**config.mk**
```make
export PLATFORM = sky130hd
export DESIGN_NAME = rsb_mod_unit
export DESIGN_NICKNAME = d
export VERILOG_FILES = /design/src/rtl/core/ring_shuffle_buffer_assert.svh /design/src/rtl/core/rsb_pkg.sv /design/src/rtl/core/rsb_mod_unit.sv
export SDC_FILE = /design/constraint.sdc
export NUM_CORES = 1
export LEC_CHECK = 0
export ABC_AREA = 1
export BUFFER_PORTS_ARGS = -buffer_cell sky130_fd_sc_hd__buf_2
export CAP_MARGIN = 20
export CORE_MARGIN = 1.5
export CORE_UTILIZATION = 40
export DETAILED_ROUTE_END_ITERATION = 6
export SYNTH_ARGS = -nofsm -noshare
export SYNTH_HDL_FRONTEND = slang
export SYNTH_SLANG_ARGS = --single-unit
```
**constraint.sdc**
```tcl
create_clock -name clk_i -period 4 [get_ports clk_i]
set_input_delay 0.2 -clock clk_i [delete_from_list [all_inputs] [get_ports clk_i]]
set_output_delay 0.2 -clock clk_i [all_outputs]
set_load 0.02 [all_outputs]
```
**src/rtl/core/ring_shuffle_buffer_assert.svh**
```systemverilog
// Assertion macros for the ring shuffle buffer.
// Used by ring_shuffle_buffer.sv; expects clk_i and rst_ni in scope.
`ifndef RING_SHUFFLE_BUFFER_ASSERT_SVH
`define RING_SHUFFLE_BUFFER_ASSERT_SVH

// Same-cycle implication, checked at every rising edge out of reset.
`define RSB_ASSERT_IMP(lbl, ante, cons, msg) \
  lbl: assert property (@(posedge clk_i) disable iff (!rst_ni) (ante) |-> (cons)) \
    else $error(msg);

// Next-cycle implication.
`define RSB_ASSERT_NXT(lbl, ante, cons, msg) \
  lbl: assert property (@(posedge clk_i) disable iff (!rst_ni) (ante) |=> (cons)) \
    else $error(msg);

`endif

```
**src/rtl/core/rsb_pkg.sv**
```systemverilog
// Shared types and constants for the ring shuffle buffer.
// No dependencies; imported by rsb_mod_unit and ring_shuffle_buffer.
`timescale 1ns / 1ps
`default_nettype none

package rsb_pkg;

  // Fixed field widths.
  localparam int unsigned BS_W    = 7;   // batch_size register
  localparam int unsigned SLOTS_W = 11;  // buffer_slots register
  localparam int unsigned LEN_W   = 11;  // batch_length field
  localparam int unsigned CFG_W   = 11;  // config write data
  localparam int unsigned IDX_W   = 2;   // config register index
  localparam int unsigned RAND_W  = 32;  // random_value field
  localparam int unsigned WORD_W  = 32;  // handle fields on the ports
  localparam int unsigned ST_W    = 2;   // status field

  // Config register indexes.
  localparam logic [IDX_W-1:0] CFG_BATCH_SIZE   = 2'd0;
  localparam logic [IDX_W-1:0] CFG_BUFFER_SLOTS = 2'd1;
  localparam logic [IDX_W-1:0] CFG_HAS_TARGET   = 2'd2;

  // Result status codes.
  localparam logic [ST_W-1:0] ST_OK      = 2'd0;
  localparam logic [ST_W-1:0] ST_NOSPACE = 2'd1;
  localparam logic [ST_W-1:0] ST_EMPTY   = 2'd2;
  localparam logic [ST_W-1:0] ST_BUSY    = 2'd3;

  // Action codes.
  localparam logic ACT_PUSH = 1'b0;
  localparam logic ACT_POP  = 1'b1;

  typedef enum logic [3:0] {
    S_IDLE,
    S_PREP,
    S_DIV,
    S_SEL,
    S_WR,
    S_RD,
    S_SWAP1,
    S_SWAP2,
    S_RESP,
    S_PRD,
    S_POUT
  } rsb_state_e;

  // Status of the shared modulo unit.
  typedef struct packed {
    logic busy;
    logic done;
  } rsb_div_stat_t;

endpackage

`default_nettype wire

```
**src/rtl/core/rsb_mod_unit.sv**
```systemverilog
// Bit-serial restoring modulo unit: remainder of a 32-bit value by a divisor.
// Depends on rsb_pkg (status struct); one dividend bit per cycle.
`timescale 1ns / 1ps
`default_nettype none

module rsb_mod_unit #(
  parameter int unsigned MOD_W = 12
) (
  input  wire logic                          clk_i,
  input  wire logic                          rst_ni,
  input  wire logic                          start_i,
  input  wire logic [rsb_pkg::RAND_W-1:0]    dividend_i,
  input  wire logic [MOD_W-1:0]              divisor_i,
  output rsb_pkg::rsb_div_stat_t             stat_o,
  output logic      [MOD_W-1:0]              rem_o
);

  import rsb_pkg::*;

  localparam int unsigned CNT_W = $clog2(RAND_W + 1);

  logic              busy_q;
  logic              done_q;
  logic [CNT_W-1:0]  cnt_q;
  logic [RAND_W-1:0] quo_q;
  logic [MOD_W-1:0]  div_q;
  logic [MOD_W-1:0]  rem_q;
  logic [MOD_W:0]    shifted;
  logic [MOD_W:0]    trial;

  // Remainder stays below the divisor, so shift-in fits MOD_W+1 bits.
  assign shifted = {rem_q, quo_q[RAND_W-1]};
  assign trial   = shifted - {1'b0, div_q};

  always_ff @(posedge clk_i or negedge rst_ni) begin
    if (!rst_ni) begin
      busy_q <= 1'b0;
      done_q <= 1'b0;
      cnt_q  <= '0;
    end else begin
      done_q <= 1'b0;
      if (start_i) begin
        busy_q <= 1'b1;
        cnt_q  <= CNT_W'(RAND_W);
      end else if (busy_q) begin
        cnt_q <= cnt_q - 1'b1;
        if (cnt_q == CNT_W'(1)) begin
          busy_q <= 1'b0;
          done_q <= 1'b1;
        end
      end
    end
  end

  always_ff @(posedge clk_i) begin
    if (start_i) begin
      quo_q <= dividend_i;
      div_q <= divisor_i;
      rem_q <= '0;
    end else if (busy_q) begin
      quo_q <= {quo_q[RAND_W-2:0], 1'b0};
      if (shifted >= {1'b0, div_q}) begin
        rem_q <= trial[MOD_W-1:0];
      end else begin
        rem_q <= shifted[MOD_W-1:0];
      end
    end
  end

  assign stat_o.busy = busy_q;
  assign stat_o.done = done_q;
  assign rem_o       = rem_q;

endmodule

`default_nettype wire

```
==> impl_metrics.ini, run 1 <==
[status]
status = completed

[hold_path]
holdCritPathClass = in -> reg

[sta]
fin_crit_sh = 0.583
drv_slew = 0
setup_tns_ns = 0
rsz0062_at_grt = no
finalHoldViolCount = 0
tightestPinTransition_ns = 1.02
whs_ns = 0.0360
skew_ns = 0.00998
max_freq_ghz = 0.429
setup_violations = 0
slew_headroom = 0.315
final.min_clock_period_ns = 2.33

[clock_network]
cts_buffers = 9
post_cts_buffers = 0
clk_latency_ns = 0.33
cts_tree = built
root_buffer = clkbuf_8
cts_sinks = 64
path_clk_slew_ns = 0.07
cts_buffer_depth = 2
ctsResizeCount = 0
htreeDepth = 3

[synthesis]
synth_ff_type = edfxtp_1
yosysUniqueCellTypes = 30
ys_seq_elements = 64
netlist_area_um2 = 3470
yosysWarnings = 0
syn_nets = 489
synth-seq-area-share = 0.508
postSynthAreaPerCell_um2 = 8.12
synth_edf_count = 44
synth-async-reset-ratio = 0.125
synthCells = 427

[drt]
first_pass_iters = 4
viasPerCell = 4.70
antenna_left = 0
drt_iter0_drc = 130
route.detailed.drc = 0
num_vias = 2804
wl_per_cell_um = 12.4
wirelength_um = 7420

[cells_and_area]
fin_nets = 549
diodes = 0
drive_gt1_frac = 0.183
final_cell_mix = nand2_1, buf_2, inv_1, edfxtp_1, nand3_1
nFillCells = 850
area_growth_pct = 16.7
stdcell_count = 597
final_util = 0.487
mostFrequentLayoutCell = nand2_1

[critical_path]
worst-setup-path-type = reg -> reg
max_stage_delay_ns = 0.42
crit_chain = ha_1 > nand2_1 > nor3_1 > nand3_1 > nand3_2 > nand2_1 > nand3_1 > nand2_1
startpoint_type = flip-flop
worstPathRequired_ns = 4.22
endpoint_kind = flip-flop
critPathArrivalTime_ns = 2.55
crit_path_top_delay_cell = nand3_2
crit_fanout = 13
path_common_cell = nand2_1

[grt]
antenna_found_initial = 0
grt_pass1_wl_um = 12400
grt_overflow_total = 0
grt_pass1_vias = 2676
grt_max_degree = 48
grt_usage = 0.179

[die]
start_util = 0.418
rows = 33
fp.dieH_um = 96.1
fp.dieW_um = 96.1
fp.dieArea_um2 = 9240
ioPinCount = 61
core_area_um2 = 8300

[power_and_ir_drop]
ir_drop_mv = 0.182
powerDensity_nw_per_um2 = 556
p_leak_uw = 0.00210

[place]
gp_congestion = 0.929
io_buffers = 60
place_inst = 580
dp.final_hpwl_um = 5310

[run]
drv_cap = 0
==> cells in the mapped netlist (2+ instances only) <==
library cell	count	share of area
xnor2_1	5	0.013
nand3_1	24	0.035
nand4_1	16	0.029
inv_1	57	0.062
clkbuf_1	7	0.0076
nand2_1	181	0.20
nand3_2	6	0.017
nor2_1	15	0.016
buf_4	2	0.0043
inv_2	3	0.0032
a21oi_1	7	0.010
edfxtp_1	44	0.38
nor3_1	3	0.0043
ha_1	14	0.051
dfrtp_1	8	0.058
nand2_2	3	0.0054
o21ai_0	5	0.0072
dfxtp_1	12	0.069
buf_2	4	0.0058
==> worst paths after layout <==
path / from / slack, ns / endpoint / cells past startpoint
worst min register to register: rem_o[7] / 0.49 / rem_o[7] / 2
min in group asynchronous: rst_ni / 0.23 / cnt_q[2] / 2
worst max register to register: rem_o[8] / 1.67 / rem_o[0] / 8
worst min-delay path: divisor_i[9] / 0.04 / div_q[9] / 1
max in group asynchronous: rst_ni / 3.59 / busy_q / 2
worst max-delay path: rem_o[8] / 1.67 / rem_o[0] / 8
==> power by group <==
part	total, uW	internal (uW)	switching [uW]	leakage [uW]
clock	547	301	245	0.0000917
sequential	893	817	75.3	0.000665
combinational	812	294	518	0.00135
total	2250	1410	838	0.00210
==> sequential cells by signal, indices dropped and copies added, names as in the netlist <==
name    flops
done_q      1
quo_q      32
div_q      12
rem_o      12
busy_q      1
cnt_q       6
==> layout make-up <==
| class | instances | area [um2] | area share |
|---|---|---|---|
| multi-input combinational | 287 | 1400 | 0.346 |
| tap | 105 | 131 | 0.0325 |
| timing repair buffer | 64 | 333 | 0.0823 |
| clock buffer | 12 | 145 | 0.0359 |
| inverter | 61 | 229 | 0.0566 |
| sequential | 64 | 1760 | 0.436 |
| clock inverter | 4 | 45.0 | 0.0111 |
==> kinds of logic (layout without fill, tap and decap cells) <==
family	after synthesis	in the layout	synth area share
compound gates	15	15	0.0231
flops	64	64	0.508
buf+inv	76	141	0.0881
xor+xnor	5	5	0.0126
fa+ha+maj	15	15	0.0563
simple gates	252	252	0.312
==> metrics by stage <==
stage	total power (uW)	instance area, um2	setup slack, ns
finish	2250	4050	1.67
CTS	2270	4050	1.67
detailed placement	1710	3840	1.67
floorplan	1510	3470	2.27
global route	2430	4050	1.38
global placement	1710	3840	1.74
==> metal layers <==
metal,up-vias,track usage,wire (um)
li1,1475,-,-
met5,-,0,0
met2,68,0.278,3390
met3,11,0.0363,364
met1,1250,0.243,3540
met4,0,0.0784,122
==> critical path, delay by kind of cell, from the launching register on <==
kind / cells / cell delay (ns)
flops: 1 / 0.34
simple gates: 7 / 1.51
fa+ha+maj: 1 / 0.38
==> timing repair <==
action                                  CTS  global route
endpoints found under the setup margin    0             0
hold buffers                              1             0
hold endpoints to repair                  8             0
(Power assumes the default switching activity.)
==> run 2: changes to the inputs <==
- clock period: 4 -> 1.9 ns (I/O delays scaled with it)
==> impl_metrics.ini, run 2 (same netlist as run 1, synthesis figures left out) <==
[drt]
route.detailed.drc = 0
drt_iter0_drc = 86
antenna_left = 0
first_pass_iters = 4
viasPerCell = 4.70
wl_per_cell_um = 12.4
wirelength_um = 7780
num_vias = 2953

[clock_network]
cts_sinks = 64
path_clk_slew_ns = 0.09
cts_tree = built
root_buffer = clkbuf_8
clk_latency_ns = 0.35
cts_buffers = 9
cts_buffer_depth = 2
htreeDepth = 3

[sta]
fin_crit_sh = 0.971
tightestPinTransition_ns = 0.452
setup_tns_ns = 0
finalHoldViolCount = 0
whs_ns = 0.0163
rsz0062_at_grt = yes
setup_slack_ns = 0.0560
setup_violations = 0
slew_headroom = 0.696
final.min_clock_period_ns = 1.84
skew_ns = 0.0160
drv_slew = 0
max_freq_ghz = 0.542

[grt]
grt_max_degree = 36
grt_overflow_total = 0
antenna_found_initial = 0
grt_usage = 0.181
grt_pass1_wl_um = 12600
grt_pass1_vias = 2769

[critical_path]
path_common_cell = nand2_1
crit_fanout = 6
worst-setup-path-type = reg -> reg
worstRegToRegCells = 10
crit_path_top_delay_cell = ha_1
critPathArrivalTime_ns = 2.08
crit_family = simple AND/OR/NAND/NOR gates
max_stage_delay_ns = 0.36
regToRegStartpoint = rem_o[5]
worstPathRequired_ns = 2.13
crit_chain = ha_1 > nand2_1 > nand2_1 > nand2_1 > nand2_2 > a21oi_4 > buf_8 > nand4_1 > nand3_1 > nand2_1
r2r_slack_ns = 0.06
endpoint_kind = flip-flop
crit_buf_inv = 1
r2r-end = rem_o[4]
startpoint_type = flip-flop

[cells_and_area]
fin_nets = 580
nFillCells = 803
regMostFlops = quo_q
area_growth_pct = 30.4
drive_gt1_frac = 0.237
final_cell_mix = nand2_1, buf_2, inv_1, edfxtp_1, nand3_1
stdcell_count = 628
mostFrequentLayoutCell = nand2_1
seqCellArea_um2 = 1760
multiInputGateArea_um2 = 1530
largest_reg_flops = 32
diodes = 0

[place]
place_inst = 589
io_buffers = 60
place_ws_ns = -0.0297
dp.final_hpwl_um = 5300
gp_congestion = 0.897

[power_and_ir_drop]
ir_drop_mv = 0.486
p_leak_uw = 0.00230
powerDensity_nw_per_um2 = 1170

[die]
fp.dieW_um = 96.1
core_area_um2 = 8300
ioPinCount = 61
rows = 33
start_util = 0.418
fp.dieH_um = 96.1
fp.dieArea_um2 = 9240

[status]
status = completed

[hold_path]
hp-start = dividend_i[28]
holdCritPathClass = in -> reg
hold_path_depth = 3
min_to = quo_q[28]

[run]
drv_cap = 0
==> run 2: how the worst max path moves through the flow <==
stage / startpoint / end / depth (start not counted)
final: rem_o[5] / rem_o[4] / 10
after global routing: div_q[9] / rem_o[7] / 9
after CTS: div_q[8] / rem_o[6] / 11
after detailed placement: quo_q[31] / rem_o[6] / 12
after global placement: quo_q[31] / rem_o[6] / 12
after floorplan: quo_q[31] / rem_o[6] / 12
==> run 2: cell type report <==
cell class | instances | share of cell area
flip-flops and latches | 64 | 0.390
multi-input cells | 288 | 0.338
repair buffers | 94 | 0.142
inverters | 61 | 0.0512
well taps | 105 | 0.0291
clock buffers | 9 | 0.0274
clock inverters | 7 | 0.0227
==> run 2: routing by layer <==
layer | routed length, um | global-route usage | part of all wire | vias up
li1 | - | - | - | 1541
met1 | 3730 | 0.236 | 0.48 | 1333
met2 | 3630 | 0.292 | 0.47 | 71
met3 | 317 | 0.0450 | 0.041 | 8
met4 | 102 | 0.0662 | 0.013 | 0
met5 | 0 | 0 | 0 | -
==> run 2: tightest hold or removal path, delay by kind of cell <==
family | cells | cell delay (ns)
buffers and inverters | 1 | 0.07
and+or+nand+nor | 2 | 0.09
==> run 2: stage by stage <==
| step | instance area (um2) | util | total power (uW) |
|---|---|---|---|
| 2_1_floorplan | 3470 | - | 3180 |
| 3_3_place_gp | 3930 | 0.473 | 3640 |
| 3_5_place_dp | 3930 | 0.473 | 3640 |
| 4_1_cts | 4330 | 0.522 | 5040 |
| 5_1_grt | 4520 | 0.545 | 5660 |
| 6_report | 4520 | 0.545 | 5290 |
==> run 2: timing repair <==
item                                    in CTS  in global routing
gates resized for setup                      2                 24
hold buffers                                17                  0
cloned                                       0                  2
setup buffers                                0                  4
endpoints found under the hold margin       24                  0
endpoints found under the setup margin       1                 12
pin swaps                                    0                 12
==> run 2: where the power goes <==
part | internal [uW] | switching, uW
clock network | 752 | 599
logic | 867 | 1180
registers | 1720 | 168
